[config.mk]
export PLATFORM = sky130hd
export DESIGN_NAME = letterbox_pad_crop_mapper
export DESIGN_NICKNAME = d
export VERILOG_FILES = /design/src/hdl/lbpc_pkg.sv /design/src/hdl/lbpc_axis_map.sv /design/src/hdl/letterbox_pad_crop_mapper.sv
export SDC_FILE = /design/constraint.sdc
export NUM_CORES = 1
export LEC_CHECK = 0
export BUFFER_PORTS_ARGS = -buffer_cell sky130_fd_sc_hd__buf_2
export CAP_MARGIN = 20
export CORE_ASPECT_RATIO = 1.75
export CORE_MARGIN = 5
export CORE_UTILIZATION = 30
export DETAILED_ROUTE_END_ITERATION = 12
export HOLD_SLACK_MARGIN = 0.03
export PLACE_DENSITY = 0.48
export SETUP_SLACK_MARGIN = 0.2
export SYNTH_ARGS = -nofsm -noshare
export SYNTH_HDL_FRONTEND = slang
export SYNTH_SLANG_ARGS = --single-unit
[constraint.sdc]
create_clock -name i_clk -period 7.5 [get_ports i_clk]
set_clock_uncertainty 0.15 [all_clocks]
set_input_delay 1.5 -clock i_clk [delete_from_list [all_inputs] [get_ports i_clk]]
set_output_delay 1.5 -clock i_clk [all_outputs]
set_load 0.02 [all_outputs]
[src/hdl/lbpc_pkg.sv]
// Shared constants, types and helper functions for the letterbox pad/crop mapper.
`timescale 1ns / 1ps

package lbpc_pkg;

    // Largest source or canvas dimension; larger sizes saturate to it.
    localparam int MAX_DIM = 4096;
    localparam int POS_W   = $clog2(MAX_DIM);
    localparam int DIM_W   = POS_W + 1;

    localparam logic [DIM_W-1:0] DIM_MAX = DIM_W'(MAX_DIM);

    // Configuration register indexes.
    localparam int CFG_IDX_W = 3;
    localparam logic [CFG_IDX_W-1:0] CFG_CANVAS_WIDTH  = 3'd0;
    localparam logic [CFG_IDX_W-1:0] CFG_CANVAS_HEIGHT = 3'd1;
    localparam logic [CFG_IDX_W-1:0] CFG_HORIZ_ALIGN   = 3'd2;
    localparam logic [CFG_IDX_W-1:0] CFG_VERT_ALIGN    = 3'd3;
    localparam logic [CFG_IDX_W-1:0] CFG_PIXEL_FORMAT  = 3'd4;

    // Alignment codes; the unused code behaves as center.
    localparam logic [1:0] ALIGN_LEAD   = 2'd0;
    localparam logic [1:0] ALIGN_CENTER = 2'd1;
    localparam logic [1:0] ALIGN_TRAIL  = 2'd2;

    // Pixel format codes selecting the black pattern.
    localparam logic [1:0] FMT_ZERO   = 2'd0;
    localparam logic [1:0] FMT_YUV444 = 2'd1;
    localparam logic [1:0] FMT_YUYV   = 2'd2;
    localparam logic [1:0] FMT_UYVY   = 2'd3;

    localparam logic [31:0] BLACK_ZERO   = 32'h0000_0000;
    localparam logic [31:0] BLACK_YUV444 = 32'h0080_8000;
    localparam logic [31:0] BLACK_YUYV   = 32'h0000_8000;
    localparam logic [31:0] BLACK_UYVY   = 32'h0000_0080;

    localparam logic [12:0] RST_CANVAS_WIDTH  = 13'd800;
    localparam logic [12:0] RST_CANVAS_HEIGHT = 13'd600;

    // Result of mapping one axis.
    typedef struct packed {
        logic             blank;
        logic [POS_W-1:0] coord;
    } t_axis_res;

    // Saturate a dimension to the largest supported size.
    function automatic logic [DIM_W-1:0] clamp_dim(input logic [12:0] v);
        logic [DIM_W-1:0] r;
        r = (DIM_W'(v) > DIM_MAX) ? DIM_MAX : DIM_W'(v);
        return r;
    endfunction

    // Offset on the leading side when big exceeds small.
    function automatic logic [DIM_W-1:0] lead_offset(input logic [DIM_W-1:0] small_sz,
                                                     input logic [DIM_W-1:0] big_sz,
                                                     input logic [1:0]       align);
        logic [DIM_W-1:0] diff;
        logic [DIM_W-1:0] r;
        diff = big_sz - small_sz;
        if (big_sz <= small_sz || align == ALIGN_LEAD) begin
            r = '0;
        end else if (align == ALIGN_TRAIL) begin
            r = diff;
        end else begin
            r = diff >> 1;
        end
        return r;
    endfunction

    // Black pixel bytes for a pixel format, first byte in the low bits.
    function automatic logic [31:0] black_pattern(input logic [1:0] fmt);
        logic [31:0] r;
        unique case (fmt)
            FMT_YUV444: r = BLACK_YUV444;
            FMT_YUYV:   r = BLACK_YUYV;
            FMT_UYVY:   r = BLACK_UYVY;
            default:    r = BLACK_ZERO;
        endcase
        return r;
    endfunction

endpackage

[src/hdl/lbpc_axis_map.sv]
// Maps one canvas coordinate to a source coordinate or blank along one axis.
`timescale 1ns / 1ps

module lbpc_axis_map (
    input  logic [lbpc_pkg::POS_W-1:0] i_pos,
    input  logic [12:0]                i_src,
    input  logic [12:0]                i_canvas,
    input  logic [1:0]                 i_align,
    output lbpc_pkg::t_axis_res        o_res
);

    logic [lbpc_pkg::DIM_W-1:0] src_c;
    logic [lbpc_pkg::DIM_W-1:0] canvas_c;
    logic [lbpc_pkg::DIM_W-1:0] pad;
    logic [lbpc_pkg::DIM_W-1:0] crop;
    logic [lbpc_pkg::DIM_W-1:0] active;
    logic [lbpc_pkg::DIM_W-1:0] pos_ext;
    logic [lbpc_pkg::DIM_W-1:0] rel;
    logic [lbpc_pkg::DIM_W-1:0] mapped;
    logic                       blank;

    assign src_c    = lbpc_pkg::clamp_dim(i_src);
    assign canvas_c = lbpc_pkg::clamp_dim(i_canvas);
    assign pad      = lbpc_pkg::lead_offset(src_c, canvas_c, i_align);
    assign crop     = lbpc_pkg::lead_offset(canvas_c, src_c, i_align);
    assign active   = (src_c < canvas_c) ? src_c : canvas_c;
    assign pos_ext  = {1'b0, i_pos};
    assign rel      = pos_ext - pad;
    assign mapped   = rel + crop;

    // Blank outside the canvas, in the leading pad, or past the active span.
    assign blank = (pos_ext >= canvas_c) || (pos_ext < pad) || (rel >= active);

    assign o_res.blank = blank;
    assign o_res.coord = blank ? '0 : mapped[lbpc_pkg::POS_W-1:0];

endmodule

[src/hdl/letterbox_pad_crop_mapper.sv]
// Top level of the letterbox pad/crop mapper: config registers and two-stage pipeline.
`timescale 1ns / 1ps
// The input item is registered in the input stage, then in the result stage, which drives the result channel.
// Throughput: one item per clock while the result is taken; the per-axis map is a few adds and compares in one stage.
// Input ready drops only when both stages hold items and the result is not taken.
// Reset (i_rst_n low, synchronous) empties both stages and loads canvas 800x600,
// center alignment on both axes and the all-zero black pattern.

module letterbox_pad_crop_mapper (
    input  logic                           i_clk,
    input  logic                           i_rst_n,

    // Configuration write channel
    input  logic                           i_cfg_valid,
    output logic                           o_cfg_ready,
    input  logic [lbpc_pkg::CFG_IDX_W-1:0] i_cfg_index,
    input  logic [12:0]                    i_cfg_data,

    // Input item channel
    input  logic                           i_in_valid,
    output logic                           o_in_ready,
    input  logic [12:0]                    i_src_width,
    input  logic [12:0]                    i_src_height,
    input  logic [lbpc_pkg::POS_W-1:0]     i_canvas_x,
    input  logic [lbpc_pkg::POS_W-1:0]     i_canvas_y,

    // Result channel
    output logic                           o_out_valid,
    input  logic                           i_out_ready,
    output logic                           o_is_blank,
    output logic [lbpc_pkg::POS_W-1:0]     o_source_x,
    output logic [lbpc_pkg::POS_W-1:0]     o_source_y,
    output logic [31:0]                    o_black_pixel
);

    // Configuration registers
    logic [12:0] r_canvas_width;
    logic [12:0] r_canvas_height;
    logic [1:0]  r_horiz_align;
    logic [1:0]  r_vert_align;
    logic [1:0]  r_pixel_format;

    // Input stage
    logic                       r_s1_valid;
    logic                       n_s1_valid;
    logic [12:0]                r_s1_src_width;
    logic [12:0]                r_s1_src_height;
    logic [lbpc_pkg::POS_W-1:0] r_s1_canvas_x;
    logic [lbpc_pkg::POS_W-1:0] r_s1_canvas_y;

    // Result stage
    logic                       r_s2_valid;
    logic                       n_s2_valid;
    logic                       r_s2_blank;
    logic [lbpc_pkg::POS_W-1:0] r_s2_source_x;
    logic [lbpc_pkg::POS_W-1:0] r_s2_source_y;
    logic [31:0]                r_s2_black;

    logic s2_ready;
    logic s1_ready;
    logic in_xfer;
    logic s1_advance;

    lbpc_pkg::t_axis_res res_x;
    lbpc_pkg::t_axis_res res_y;

    // Configuration is always accepted; the user must write only while the pipe is empty (not enforced).
    assign o_cfg_ready = 1'b1;

    always_ff @(posedge i_clk) begin
        if (!i_rst_n) begin
            r_canvas_width  <= lbpc_pkg::RST_CANVAS_WIDTH;
            r_canvas_height <= lbpc_pkg::RST_CANVAS_HEIGHT;
            r_horiz_align   <= lbpc_pkg::ALIGN_CENTER;
            r_vert_align    <= lbpc_pkg::ALIGN_CENTER;
            r_pixel_format  <= lbpc_pkg::FMT_ZERO;
        end else if (i_cfg_valid && o_cfg_ready) begin
            // Drop writes to indexes past the register list.
            unique case (i_cfg_index)
                lbpc_pkg::CFG_CANVAS_WIDTH:  r_canvas_width  <= i_cfg_data;
                lbpc_pkg::CFG_CANVAS_HEIGHT: r_canvas_height <= i_cfg_data;
                lbpc_pkg::CFG_HORIZ_ALIGN:   r_horiz_align   <= i_cfg_data[1:0];
                lbpc_pkg::CFG_VERT_ALIGN:    r_vert_align    <= i_cfg_data[1:0];
                lbpc_pkg::CFG_PIXEL_FORMAT:  r_pixel_format  <= i_cfg_data[1:0];
                default: ;
            endcase
        end
    end

    // Pipeline flow: a stage takes a new item when empty or when its content moves on.
    assign s2_ready   = !r_s2_valid || i_out_ready;
    assign s1_ready   = !r_s1_valid || s2_ready;
    assign o_in_ready = s1_ready;
    assign in_xfer    = i_in_valid && o_in_ready;
    assign s1_advance = r_s1_valid && s2_ready;

    always_comb begin
        n_s1_valid = r_s1_valid;
        if (s1_ready) begin
            n_s1_valid = i_in_valid;
        end
        n_s2_valid = r_s2_valid;
        if (s2_ready) begin
            n_s2_valid = r_s1_valid;
        end
    end

    always_ff @(posedge i_clk) begin
        if (!i_rst_n) begin
            r_s1_valid <= 1'b0;
            r_s2_valid <= 1'b0;
        end else begin
            r_s1_valid <= n_s1_valid;
            r_s2_valid <= n_s2_valid;
        end
    end

    // Capture the input item on its transfer.
    always_ff @(posedge i_clk) begin
        if (in_xfer) begin
            r_s1_src_width  <= i_src_width;
            r_s1_src_height <= i_src_height;
            r_s1_canvas_x   <= i_canvas_x;
            r_s1_canvas_y   <= i_canvas_y;
        end
    end

    // Map each axis from the held input item.
    lbpc_axis_map u_map_x (
        .i_pos    (r_s1_canvas_x),
        .i_src    (r_s1_src_width),
        .i_canvas (r_canvas_width),
        .i_align  (r_horiz_align),
        .o_res    (res_x)
    );

    lbpc_axis_map u_map_y (
        .i_pos    (r_s1_canvas_y),
        .i_src    (r_s1_src_height),
        .i_canvas (r_canvas_height),
        .i_align  (r_vert_align),
        .o_res    (res_y)
    );

    // Advance into the result register; a blank on either axis zeroes both coordinates.
    always_ff @(posedge i_clk) begin
        if (s1_advance) begin
            r_s2_blank    <= res_x.blank || res_y.blank;
            r_s2_source_x <= (res_x.blank || res_y.blank) ? '0 : res_x.coord;
            r_s2_source_y <= (res_x.blank || res_y.blank) ? '0 : res_y.coord;
            r_s2_black    <= lbpc_pkg::black_pattern(r_pixel_format);
        end
    end

    assign o_out_valid   = r_s2_valid;
    assign o_is_blank    = r_s2_blank;
    assign o_source_x    = r_s2_source_x;
    assign o_source_y    = r_s2_source_y;
    assign o_black_pixel = r_s2_black;

endmodule
==> impl_metrics.py <==
metrics = {
    "outcome": {
        "status": "finished clean",
    },
    "floorplan": {
        "fp.dieArea_sq_um": 39700,
        "rows": 91,
        "die_w_microns": 153,
        "io-pin-count": 131,
        "chipHeight_microns": 260,
        "initial_core_util_pct": 30.3,
        "core_sq_um": 35300,
    },
    "clock_network": {
        "cts_tree": "done",
        "numCtsBuffers": 9,
        "clk_transition_reported_paths_ns": 0.08,
        "clock-sinks": 112,
        "htree_levels": 3,
        "root_buffer": "clkbuf_16",
        "clock_latency_ns": 0.39,
        "clock_path_buffers": 2,
    },
    "yosys": {
        "yosysSeqAreaShare_pct": 28.2,
        "yosys.area_share.adder_pct": 19.0,
        "syn_inst": 1260,
        "ys_warn_count": 0,
        "avgSynthCellArea_sq_um": 8.49,
        "synth-seq-cells": 112,
        "synth_area_sq_um": 10700,
        "synth_area_leaders": "edfxtp_1 (22%), ha_1 (18%), nand2_1 (7.2%), dfxtp_1 (6.4%), a21oi_1 (4.4%)",
        "ys_top_cells_by_count": "nand2_1 (204), ha_1 (150), a21oi_1 (94)",
        "async_flop_share_pct": 0,
        "synthFlopType": "edfxtp_1",
        "synth_edf_count": 78,
        "yosys.area.top_type_share_pct": 21.9,
        "synth-simple-area-share_pct": 18.3,
        "synth_top_family_by_area": "adder cells",
        "ys_types": 71,
        "synth.area.mux_share_pct": 3.31,
        "synth_top_area_cell": "edfxtp_1",
        "yosysMostFrequentCell": "nand2_1",
        "synth_compound_area_share_pct": 17.8,
        "synth_xor_area_share_pct": 5.86,
    },
    "timing": {
        "tns_ns": 0,
        "tightest_slew_ns": 1.04,
        "fin_crit_ns": 6.78,
        "final-hold-violation-count": 0,
        "drv_slew": 0,
        "rsz0062_at_grt": "false",
        "setup_viol": 0,
        "timing.slew.headroom_pct": 30.8,
        "fin_crit_sh_pct": 90.4,
        "clock.fmax_mhz": 147,
    },
    "placed_design": {
        "hpwl_mm": 27.9,
        "place.gp.congestion": 0.906,
        "port_buffers": 100,
        "dp_cells": 1789,
    },
    "global_route": {
        "grt_pass1_vias": 9345,
        "grt_pass1_wl_mm": 50.6,
        "grtUsageTotal_pct": 16.6,
        "grt_overflow": 0,
        "antenna_found_initial": 2,
        "grt_max_degree": 51,
    },
    "routing": {
        "vias": 8880,
        "wl_mm": 34.1,
        "wire_per_inst_microns": 18.6,
        "drt-initial-drc-count": 400,
        "dr.pass1.iters": 5,
        "vias_per_cell": 4.85,
        "ant_nets": 0,
        "drc_errors": 0,
    },
    "critical_path": {
        "max_stage_delay_ns": 0.47,
        "worst-path-buf-inv": 5,
        "start_kind": "flop",
        "crit_required_ns": 7.50,
        "end_kind": "flop",
        "cp_slowest_cell": "edfxtp_1",
        "worstPathMaxFanout": 8,
        "critPathKind": "flop to flop",
        "cp.arrival_ns": 6.78,
        "critPathTopFamily": "compound AO/OA/AOI/OAI gates",
    },
    "min_path": {
        "worstHoldPathType": "flop to flop",
    },
    "power": {
        "finalPower_w": 0.00224,
        "pwr_density_cell_nw_per_um2": 183,
        "vdd_drop_max_mv": 0.107,
        "power_leakage_nw": 5.39,
    },
    "final_layout": {
        "finalNonFillerCells": 1830,
        "final_nets": 1587,
        "synthToLayoutAreaGrowth_pct": 14.4,
        "drive_gt1_share_pct": 15.3,
    },
    "run": {
        "cap_violations": 0,
    },
}
state kept, by name, indices dropped and copies added, names as in the netlist, 3 cells and up:
register and cells:
o_source_y 12, o_black_pixel 3, o_source_x 12, r_s1_src_width 13, r_s1_src_height 13, r_s1_canvas_y 12
r_canvas_width 13, r_s1_canvas_x 12, r_canvas_height 13
tightest hold or removal path, stage by stage (launching register included):
cell	delay (ns)
dfxtp_1	0.32
nand2_1	0.04
a21boi_0	0.06
logic make-up (layout without fill, tap and decap cells):
logic type | count (synthesis) | count (layout)
AND/OR/NAND/NOR | 429 | 432
AO/OA/AOI/OAI | 291 | 291
other | 2 | 32
adder cells (fa/ha/maj) | 158 | 158
multiplexers | 35 | 35
XOR/XNOR | 70 | 70
buffers and inverters | 163 | 235
flip-flops | 112 | 112
power by group:
group	internal (W)	leakage [nW]	switching [W]
clock network	0.000274	0.161	0.000275
registers	0.000692	1.01	0.0000195
logic	0.000410	4.22	0.000567
total	0.00138	5.39	0.000862
area by class of cell:
cell class	count	area, sq um
Sequential cell	112	3030
Clock buffer	9	225
Clock inverter	7	105
Antenna cell	2	5.00
Tap cell	465	582
Fill cell	3792	23100
Multi-Input combinational cell	1016	7200
Timing Repair Buffer	134	756
Timing Repair inverter	3	22.5
Inverter	82	322
routing by layer:
layer / wire length (microns) / share of wire [%] / up-vias / track usage, %
met4: 1990 / 5.8 / 0 / 9.49
li1: - / - / 4552 / -
met5: 0 / 0 / - / 0
met3: 1130 / 3.3 / 60 / 2.10
met2: 18900 / 56 / 183 / 33.5
met1: 12000 / 35 / 4085 / 15.7
worst paths after layout:
check | startpoint | end | slack [ns] | cells past startpoint
worst max register to register | r_s1_src_height[12]$_DFFE_PP_ | o_is_blank$_DFFE_PP_ | 0.72 | 31
worst min register to register | r_canvas_height[0]$_SDFFE_PN0P_ | r_canvas_height[0]$_SDFFE_PN0P_ | 0.32 | 2
worst min-delay path | r_canvas_height[0]$_SDFFE_PN0P_ | r_canvas_height[0]$_SDFFE_PN0P_ | 0.32 | 2
worst max-delay path | r_s1_src_height[12]$_DFFE_PP_ | o_is_blank$_DFFE_PP_ | 0.72 | 31
metrics by stage:
step | area (sq um) | hold WS, ns | utilization [%] | setup WS (ns)
6_report | 12200 | 0.318 | 34.7 | 0.720
3_3_place_gp | 11500 | 0.304 | 32.7 | 0.460
2_1_floorplan | 10800 | 0.290 | - | 1.00
4_1_cts | 11900 | 0.325 | 33.7 | 0.286
3_5_place_dp | 11500 | 0.313 | 32.7 | 0.271
5_1_grt | 12200 | 0.360 | 34.7 | 0.135
cells in the final DEF, fill, tap and decap left out, types with 8 or more instances in the layout:
master and n:
o211ai_1 10, dfxtp_1 32, buf_4 34, fa_1 8
a21oi_1 91, nand2b_1 12, xor2_1 20, a211oi_1 14
nor3_1 13, o21bai_1 10, edfxtp_1 78, mux2i_1 32
xnor2_1 48, o21ai_1 15, nand4_1 17, a21o_1 23
nor2_1 78, nor2b_1 29, clkbuf_16 9, and2_1 19
a21boi_0 20, a31oi_1 11, nand3_1 24, buf_2 100
o21a_1 18, ha_1 141, nand2_1 197, conb_1 30
inv_1 77, o21ai_0 39
repair_timing:
| item | in CTS | in global routing |
|---|---|---|
| gates cloned | 0 | 6 |
| gates resized for setup | 1 | 45 |
| hold buffers | 0 | 0 |
| setup buffers | 0 | 17 |
| pin swaps | 0 | 13 |
| setup endpoints to repair | 1 | 25 |
No activity file was read; power rests on OpenSTA's default activity.
